<file path="config.mk">
export PLATFORM = sky130hd
export DESIGN_NAME = midpoint_circle_rasterizer_top
export DESIGN_NICKNAME = d
export VERILOG_FILES = /design/src/design/mcr_pkg.sv /design/src/design/midpoint_circle_rasterizer_top.sv /design/src/design/mcr_front.sv /design/src/design/mcr_queue.sv /design/src/design/mcr_back.sv
export VERILOG_INCLUDE_DIRS = /design/src /design/src/design
export SDC_FILE = /design/constraint.sdc
export NUM_CORES = 1
export LEC_CHECK = 0
export BUFFER_PORTS_ARGS = -buffer_cell sky130_fd_sc_hd__buf_2
export CORE_MARGIN = 5
export CORE_UTILIZATION = 39
export CTS_CLUSTER_SIZE = 12
export DETAILED_ROUTE_END_ITERATION = 10
export HOLD_SLACK_MARGIN = 0.03
export MAX_ROUTING_LAYER = met4
export SETUP_SLACK_MARGIN = 0.5
export SYNTH_ARGS = -nofsm -noshare
export SYNTH_HDL_FRONTEND = slang
export SYNTH_SLANG_ARGS = --single-unit
</file>
<file path="constraint.sdc">
create_clock -name clk -period 7.3 [get_ports clk]
set_input_delay 1.46 -clock clk [delete_from_list [all_inputs] [get_ports clk]]
set_output_delay 1.46 -clock clk [all_outputs]
set_load 0.05 [all_outputs]
</file>
<file path="src/design/midpoint_circle_rasterizer_top_assert.svh">
// Assertion macros shared by the rasterizer RTL.
`ifndef MIDPOINT_CIRCLE_RASTERIZER_TOP_ASSERT_SVH
`define MIDPOINT_CIRCLE_RASTERIZER_TOP_ASSERT_SVH

// Same-cycle implication, checked out of reset.
`define MCR_ASSERT_IMPL(label, clk_s, rst_s, ante, cons) \
    label: assert property (@(posedge clk_s) disable iff (!rst_s) (ante) |-> (cons)) \
        else $error("midpoint circle rasterizer: implication check failed");

// Next-cycle implication, checked out of reset.
`define MCR_ASSERT_NEXT(label, clk_s, rst_s, ante, cons) \
    label: assert property (@(posedge clk_s) disable iff (!rst_s) (ante) |=> (cons)) \
        else $error("midpoint circle rasterizer: next-cycle check failed");

`endif

</file>
<file path="src/design/mcr_pkg.sv">
// Shared types and constants of the midpoint circle rasterizer.
package mcr_pkg;

    localparam logic OP_START = 1'b0;
    localparam logic OP_STEP  = 1'b1;

    localparam int QDEPTH   = 2;
    localparam int QPTR_W   = (QDEPTH > 1) ? $clog2(QDEPTH) : 1;
    localparam int QCNT_W   = $clog2(QDEPTH + 1);
    localparam int PT_CNT_W = 3;

    typedef struct packed {
        logic signed [14:0] cx;
        logic signed [14:0] cy;
        logic signed [14:0] x;
        logic signed [14:0] y;
        logic               fin;
    } job_t;

    typedef struct packed {
        logic full;
        logic empty;
    } q_stat_t;

endpackage

</file>
<file path="src/design/midpoint_circle_rasterizer_top.sv">
// Midpoint circle rasterizer top level: front end, job queue and point sequencer.
// A start request (op 0) loads center and radius and gives no pixels; a step
// request (op 1) on a running circle queues one octant job and yields eight pixels, one per
// cycle while out_ready does not stall the output, drained by the point sequencer from the
// two-entry job queue. The front end keeps taking requests while the queue has room. The
// final pixel of a circle carries last; a zero radius gives an empty circle.
`include "midpoint_circle_rasterizer_top_assert.svh"

module midpoint_circle_rasterizer_top import mcr_pkg::*; (
    input  logic               clk,
    input  logic               rst_n,
    input  logic               in_valid,
    output logic               in_ready,
    input  logic               op,
    input  logic signed [14:0] center_x,
    input  logic signed [14:0] center_y,
    input  logic        [13:0] radius,
    output logic               out_valid,
    input  logic               out_ready,
    output logic signed [15:0] point_x,
    output logic signed [15:0] point_y,
    output logic               last
);

    q_stat_t q_stat;
    logic    push;
    logic    pop;
    job_t    wr_job;
    job_t    rd_job;

    mcr_front u_front (
        .clk      (clk),
        .rst_n    (rst_n),
        .in_valid (in_valid),
        .in_ready (in_ready),
        .op       (op),
        .center_x (center_x),
        .center_y (center_y),
        .radius   (radius),
        .q_stat   (q_stat),
        .push     (push),
        .job      (wr_job)
    );

    mcr_queue u_queue (
        .clk    (clk),
        .rst_n  (rst_n),
        .push   (push),
        .wr_job (wr_job),
        .pop    (pop),
        .rd_job (rd_job),
        .q_stat (q_stat)
    );

    mcr_back u_back (
        .clk       (clk),
        .rst_n     (rst_n),
        .q_job     (rd_job),
        .q_stat    (q_stat),
        .pop       (pop),
        .out_valid (out_valid),
        .out_ready (out_ready),
        .point_x   (point_x),
        .point_y   (point_y),
        .last      (last)
    );

    `MCR_ASSERT_IMPL(a_no_push_full, clk, rst_n, push, !q_stat.full)
    `MCR_ASSERT_IMPL(a_no_pop_empty, clk, rst_n, pop, !q_stat.empty)
    `MCR_ASSERT_IMPL(a_start_no_job, clk, rst_n, in_valid && in_ready && (op == OP_START), !push)
    `MCR_ASSERT_NEXT(a_push_fills, clk, rst_n, push && !pop, !q_stat.empty)

endmodule

</file>
<file path="src/design/mcr_front.sv">
// Front end: accepts requests, runs the midpoint error recurrence, queues octant jobs.
module mcr_front import mcr_pkg::*; (
    input  logic               clk,
    input  logic               rst_n,
    input  logic               in_valid,
    output logic               in_ready,
    input  logic               op,
    input  logic signed [14:0] center_x,
    input  logic signed [14:0] center_y,
    input  logic        [13:0] radius,
    input  q_stat_t            q_stat,
    output logic               push,
    output job_t               job
);

    logic               busy_reg,  busy_next;
    logic signed [14:0] cx_reg,    cx_next;
    logic signed [14:0] cy_reg,    cy_next;
    logic signed [14:0] sx_reg,    sx_next;
    logic signed [14:0] sy_reg,    sy_next;
    logic        [15:0] xinc_reg,  xinc_next;
    logic        [15:0] yinc_reg,  yinc_next;
    logic signed [17:0] err_reg,   err_next;
    logic        [15:0] tr_reg,    tr_next;

    logic               accept;
    logic signed [17:0] e1;
    logic signed [14:0] y1;
    logic        [15:0] yinc1;
    logic signed [14:0] x2;
    logic        [15:0] xinc2;
    logic signed [17:0] e2;
    logic               fin;

    assign in_ready = !q_stat.full;
    assign accept   = in_valid && in_ready;
    assign push     = accept && (op == OP_STEP) && busy_reg;

    always_comb
    begin
        e1    = err_reg;
        y1    = sy_reg;
        yinc1 = yinc_reg;
        if (err_reg <= 18'sd0)
        begin
            y1    = sy_reg + 15'sd1;
            e1    = err_reg + $signed({2'b00, yinc_reg});
            yinc1 = yinc_reg + 16'd2;
        end
        x2    = sx_reg;
        xinc2 = xinc_reg;
        e2    = e1;
        if (e1 > 18'sd0)
        begin
            x2    = sx_reg - 15'sd1;
            xinc2 = xinc_reg + 16'd2;
            e2    = e1 + $signed({2'b00, xinc2}) - $signed({2'b00, tr_reg});
        end
        fin = (x2 < y1);
    end

    assign job = '{cx: cx_reg, cy: cy_reg, x: sx_reg, y: sy_reg, fin: fin};

    always_comb
    begin
        busy_next = busy_reg;
        cx_next   = cx_reg;
        cy_next   = cy_reg;
        sx_next   = sx_reg;
        sy_next   = sy_reg;
        xinc_next = xinc_reg;
        yinc_next = yinc_reg;
        err_next  = err_reg;
        tr_next   = tr_reg;
        if (accept && (op == OP_START))
        begin
            cx_next   = center_x;
            cy_next   = center_y;
            tr_next   = {1'b0, radius, 1'b0};
            sx_next   = $signed({1'b0, radius}) - 15'sd1;
            sy_next   = '0;
            xinc_next = 16'd1;
            yinc_next = 16'd1;
            err_next  = 18'sd1 - $signed({3'b000, radius, 1'b0});
            busy_next = (radius != '0);
        end
        else if (push)
        begin
            sx_next   = x2;
            sy_next   = y1;
            xinc_next = xinc2;
            yinc_next = yinc1;
            err_next  = e2;
            busy_next = !fin;
        end
    end

    always_ff @(posedge clk or negedge rst_n)
    begin
        if (!rst_n)
        begin
            busy_reg <= 1'b0;
            cx_reg   <= '0;
            cy_reg   <= '0;
            sx_reg   <= '0;
            sy_reg   <= '0;
            xinc_reg <= 16'd1;
            yinc_reg <= 16'd1;
            err_reg  <= '0;
            tr_reg   <= '0;
        end
        else
        begin
            busy_reg <= busy_next;
            cx_reg   <= cx_next;
            cy_reg   <= cy_next;
            sx_reg   <= sx_next;
            sy_reg   <= sy_next;
            xinc_reg <= xinc_next;
            yinc_reg <= yinc_next;
            err_reg  <= err_next;
            tr_reg   <= tr_next;
        end
    end

endmodule

</file>
<file path="src/design/mcr_queue.sv">
// Short job queue between the front end and the point sequencer.
module mcr_queue import mcr_pkg::*; (
    input  logic    clk,
    input  logic    rst_n,
    input  logic    push,
    input  job_t    wr_job,
    input  logic    pop,
    output job_t    rd_job,
    output q_stat_t q_stat
);

    job_t              mem [QDEPTH];
    logic [QPTR_W-1:0] wp_reg,  wp_next;
    logic [QPTR_W-1:0] rp_reg,  rp_next;
    logic [QCNT_W-1:0] cnt_reg, cnt_next;

    assign q_stat.full  = (cnt_reg == QCNT_W'(QDEPTH));
    assign q_stat.empty = (cnt_reg == '0);
    assign rd_job       = mem[rp_reg];

    always_comb
    begin
        wp_next  = wp_reg;
        rp_next  = rp_reg;
        cnt_next = cnt_reg;
        if (push)
        begin
            wp_next = (wp_reg == QPTR_W'(QDEPTH - 1)) ? '0 : wp_reg + 1'b1;
        end
        if (pop)
        begin
            rp_next = (rp_reg == QPTR_W'(QDEPTH - 1)) ? '0 : rp_reg + 1'b1;
        end
        if (push && !pop)
        begin
            cnt_next = cnt_reg + 1'b1;
        end
        else if (pop && !push)
        begin
            cnt_next = cnt_reg - 1'b1;
        end
    end

    always_ff @(posedge clk)
    begin
        if (push)
        begin
            mem[wp_reg] <= wr_job;
        end
    end

    always_ff @(posedge clk or negedge rst_n)
    begin
        if (!rst_n)
        begin
            wp_reg  <= '0;
            rp_reg  <= '0;
            cnt_reg <= '0;
        end
        else
        begin
            wp_reg  <= wp_next;
            rp_reg  <= rp_next;
            cnt_reg <= cnt_next;
        end
    end

endmodule

</file>
<file path="src/design/mcr_back.sv">
// Point sequencer: expands one octant job into eight mirrored pixels.
module mcr_back import mcr_pkg::*; (
    input  logic               clk,
    input  logic               rst_n,
    input  job_t               q_job,
    input  q_stat_t            q_stat,
    output logic               pop,
    output logic               out_valid,
    input  logic               out_ready,
    output logic signed [15:0] point_x,
    output logic signed [15:0] point_y,
    output logic               last
);

    job_t                job_reg;
    logic                jv_reg,  jv_next;
    logic [PT_CNT_W-1:0] idx_reg, idx_next;
    logic                ov_reg,  ov_next;
    logic signed [15:0]  px_reg;
    logic signed [15:0]  py_reg;
    logic                last_reg;

    logic                advance;
    logic                job_done;
    logic signed [15:0]  ox;
    logic signed [15:0]  oy;
    logic signed [15:0]  px;
    logic signed [15:0]  py;

    assign advance  = jv_reg && (!ov_reg || out_ready);
    assign job_done = advance && (idx_reg == '1);
    assign pop      = !q_stat.empty && (!jv_reg || job_done);

    always_comb
    begin
        if (idx_reg[2])
        begin
            ox = 16'(job_reg.y);
            oy = 16'(job_reg.x);
        end
        else
        begin
            ox = 16'(job_reg.x);
            oy = 16'(job_reg.y);
        end
        px = idx_reg[1] ? 16'(job_reg.cx) - ox : 16'(job_reg.cx) + ox;
        py = idx_reg[0] ? 16'(job_reg.cy) + oy : 16'(job_reg.cy) - oy;
    end

    always_comb
    begin
        jv_next  = jv_reg;
        idx_next = idx_reg;
        ov_next  = ov_reg;
        if (out_ready)
        begin
            ov_next = 1'b0;
        end
        if (advance)
        begin
            ov_next  = 1'b1;
            idx_next = idx_reg + 1'b1;
        end
        if (job_done)
        begin
            jv_next = 1'b0;
        end
        if (pop)
        begin
            jv_next  = 1'b1;
            idx_next = '0;
        end
    end

    always_ff @(posedge clk)
    begin
        if (pop)
        begin
            job_reg <= q_job;
        end
        if (advance)
        begin
            px_reg   <= px;
            py_reg   <= py;
            last_reg <= job_reg.fin && (idx_reg == '1);
        end
    end

    always_ff @(posedge clk or negedge rst_n)
    begin
        if (!rst_n)
        begin
            jv_reg  <= 1'b0;
            idx_reg <= '0;
            ov_reg  <= 1'b0;
        end
        else
        begin
            jv_reg  <= jv_next;
            idx_reg <= idx_next;
            ov_reg  <= ov_next;
        end
    end

    assign out_valid = ov_reg;
    assign point_x   = px_reg;
    assign point_y   = py_reg;
    assign last      = last_reg;

endmodule

</file>
==> results.sh <==
export IMPL_status="completed"
export IMPL_synth_top_area_share=0.343
export IMPL_die_h_um=230
export IMPL_chipWidth_um=230
export IMPL_p_seq_frac=0.315
export IMPL_slowest_delay_ns=0.67
export IMPL_fin_crit_sh=0.900
export IMPL_dpl_cell_area_um2=20000
export IMPL_synthArstFlopShare=0.381
export IMPL_routed_wl_mm=44.9
export IMPL_postCtsHoldBufs=0
export IMPL_critPathLaunchType="flip-flop"
export IMPL_routedWlPerCell_um=18.3
export IMPL_final_area_um2=21400
export IMPL_reg2reg_depth=31
export IMPL_finClkSkew_ns=0.0276
export IMPL_finalWorstSetupSlack_ns=0.728
export IMPL_drv_cap=0
export IMPL_gp_congestion=0.864
export IMPL_synth_top_flop_cell="edfxtp_1"
export IMPL_coreArea_um2=47800
export IMPL_synth_fa_ha_area_frac=0.0770
export IMPL_pin_count=84
export IMPL_critical_path_reg2reg_startpoint="u_front.err_reg[0]$_DFFE_PN0P_"
export IMPL_firstDrtPassIters=5
export IMPL_drt_iter0_markers=703
export IMPL_swShare=0.408
export IMPL_antenna_found_initial=0
export IMPL_ant_nets=0
export IMPL_dp_hpwl_mm=31.6
export IMPL_area_growth_pct=13.4
export IMPL_p_sw_mw=4.05
export IMPL_synth_mux_area_frac=0.0569
export IMPL_power_leakage_nw=8.42
export IMPL_peakVddDrop_v=0.000312
export IMPL_place_inst=2373
export IMPL_seq_area_frac_synth=0.520
export IMPL_worstMarginPinSlew_ns=0.940
export IMPL_die_area_um2=52900
export IMPL_cts_htree_levels=2
export IMPL_crit_type="flip-flop to flip-flop"
export IMPL_final_cell_mix="nand2_1 (234), edfxtp_1 (216), dfrtp_1 (129)"
export IMPL_p_int_mw=5.87
export IMPL_synth_simple_area_share=0.142
export IMPL_endpoint_kind="flip-flop"
export IMPL_cts_root_buf="clkbuf_16"
export IMPL_dpl_worst_slack_ns=0.478
export IMPL_rsz0062_at_grt="no"
export IMPL_hold_viol_final=0
export IMPL_fillers=4488
export IMPL_syn_area_per_cell_um2=11.0
export IMPL_clockBufferDepth=3
export IMPL_fin_tns_setup_ns=0
export IMPL_synth_cell_type_count=86
export IMPL_synth_largest_area_cell="edfxtp_1"
export IMPL_num_antenna_cells=0
export IMPL_start_util=0.395
export IMPL_grt_overflow=0
export IMPL_final_common_cell="nand2_1"
export IMPL_cts_buffers=40
export IMPL_drive_gt1_frac=0.151
export IMPL_netlist_area_um2=18900
export IMPL_arrival_ns=7.01
export IMPL_cp_common_cell="a21o_1"
export IMPL_syn_inst=1720
export IMPL_clkPwrFrac=0.203
export IMPL_clock_sinks=349
export IMPL_hold_path_class="flip-flop to flip-flop"
export IMPL_first_global_vias=13200
export IMPL_whs_endpoint="u_queue.mem[1][31]$_DFFE_PP_"
export IMPL_drc=0
export IMPL_slew_headroom=0.374
export IMPL_crit_required_ns=7.74
export IMPL_synthXorXnorAreaFrac=0.0658
export IMPL_crit_reg2reg_capture="u_front.busy_reg$_DFFE_PN0P_"
export IMPL_fmax_ghz=0.152
export IMPL_vias_per_cell=5.39
export IMPL_clock_latency_ns=0.57
export IMPL_grt_max_degree=83
export IMPL_synth_compound_area_frac=0.112
export IMPL_whs_path_depth=0
export IMPL_power_frac_comb=0.482
export IMPL_largest_reg_flops=122
export IMPL_drv_slew=0
export IMPL_synth_edf_count=216
export IMPL_syn_num_nets=1875
export IMPL_post_route_min_period_ns=6.57
export IMPL_setup_viol=0
export IMPL_cp_max_fo=8
export IMPL_fin_nets=1961
export IMPL_dr_total_vias=13200
export IMPL_cpMaxStageDelayCell="or4_4"
export IMPL_synth_area_leaders="edfxtp_1 (34%), dfrtp_1 (17%), ha_1 (5.9%)"
export IMPL_synth_seq_cells=349
export IMPL_power_per_cell_area_nw_per_um2=463
export IMPL_io_buffer_count=83
export IMPL_worst_hold_startpoint="u_front.cy_reg[0]$_DFFE_PN0P_"
export IMPL_row_count=80
export IMPL_grt_pass1_wl_mm=71.4
export IMPL_ff2ff_setup_slack_ns=0.73
export IMPL_synth_top_family_by_area="simple AND/OR/NAND/NOR gates"
export IMPL_ys_warn_count=0
export IMPL_path_clk_slew_ns=0.06
export IMPL_cts_tree="yes"
export IMPL_instances_no_fill=2452
export IMPL_grt_total_usage=0.172
## through the flow
| stage | hold slack (ns) | util | power [mW] |
|---|---|---|---|
| after floorplan | 0.440 | - | 6.75 |
| after global placement | 0.450 | 0.418 | 7.83 |
| after detailed placement | 0.454 | 0.418 | 7.92 |
| after CTS | 0.468 | 0.446 | 9.98 |
| after global routing | 0.482 | 0.448 | 10.6 |
| final | 0.467 | 0.448 | 9.92 |
## power groups by stage
stage	logic (mW)	registers, mW	clock network, mW
6_report	4.78	3.13	2.01
5_1_grt	5.31	3.19	2.15
4_1_cts	4.78	3.13	2.06
3_5_place_dp	4.76	3.17	0
3_3_place_gp	4.68	3.14	0
2_1_floorplan	3.41	3.34	0
## critical path, delay by kind of cell (launching register included)
kind	cells	cell delay (ns)
XOR/XNOR	2	0.31
flip-flops	1	0.44
buffers and inverters	1	0.08
adder cells (fa/ha/maj)	4	0.93
AND/OR/NAND/NOR	9	1.95
AO/OA/AOI/OAI	15	2.72
## synthesized netlist by cell type (6+ instances only)
cell type    n
o2bb2ai_1    7
mux2_2      67
o21ai_0     82
fa_1        17
a21o_1      15
mux2i_1     32
xor2_1      61
nand3_1     41
a211oi_1    10
a21oi_1     93
edfxtp_1   216
nor3_1      38
o21ai_1     26
o31ai_1      6
nand4_1     18
nand2_1    234
clkbuf_1    43
or3_1       13
nor2b_1     15
and3_1      14
or2_2        6
buf_1       12
nor2_1     107
o211ai_1    13
o21a_1       7
inv_1       65
and2_1       7
nor4_1      12
dfrtp_1    132
o21bai_1     8
nand2b_1    21
a31oi_1      9
nor3b_1      7
ha_1        89
xnor2_1     81
## what timing repair did
action | CTS | global route
endpoints found under the setup margin | 1 | 3
gates resized for setup | 1 | 12
pin swaps | 0 | 8
setup buffers | 0 | 6
## routing by layer
layer | vias to the layer above | global-route usage | part of all wire | wire, um
li1 | 6386 | - | - | -
met1 | 6414 | 0.211 | 0.43 | 19200
met2 | 292 | 0.286 | 0.49 | 21900
met3 | 121 | 0.0310 | 0.046 | 2080
met4 | 0 | 0.0659 | 0.037 | 1680
met5 | - | - | 0 | 0
## worst max path at each step
stage / slack (ns) / start / endpoint / cells after the start
2_1_floorplan: 1.38 / u_front.yinc_reg[3]$_DFFE_PN0P_ / u_front.busy_reg$_DFFE_PN0P_ / 29
3_3_place_gp: 0.63 / u_front.yinc_reg[0]$_DFFE_PN1P_ / u_front.busy_reg$_DFFE_PN0P_ / 30
3_5_place_dp: 0.48 / u_front.yinc_reg[0]$_DFFE_PN1P_ / u_front.busy_reg$_DFFE_PN0P_ / 30
4_1_cts: 0.54 / u_front.err_reg[0]$_DFFE_PN0P_ / u_front.busy_reg$_DFFE_PN0P_ / 30
5_1_grt: 0.50 / u_front.err_reg[0]$_DFFE_PN0P_ / u_front.busy_reg$_DFFE_PN0P_ / 31
6_report: 0.73 / u_front.err_reg[0]$_DFFE_PN0P_ / u_front.busy_reg$_DFFE_PN0P_ / 31
## area by class of cell
cell class / count / area (um^2) / share of cell area
clock buffer: 54 / 1080 / 0.0506
clock inverter: 19 / 240 / 0.0112
inverter: 66 / 248 / 0.0116
multi-input combinational: 1242 / 8660 / 0.404
sequential: 349 / 9820 / 0.458
tap: 615 / 769 / 0.0359
timing repair buffer: 107 / 602 / 0.0281
## logic make-up (layout without fill, tap and decap cells)
| group | count (synthesis) | after routing |
|---|---|---|
| AO/OA/AOI/OAI | 334 | 334 |
| XOR/XNOR | 142 | 142 |
| adder cells (fa/ha/maj) | 106 | 106 |
| buffers and inverters | 129 | 246 |
| flip-flops | 349 | 349 |
| multiplexers | 99 | 99 |
| AND/OR/NAND/NOR | 561 | 561 |
No activity file was read; power rests on OpenSTA's default activity.
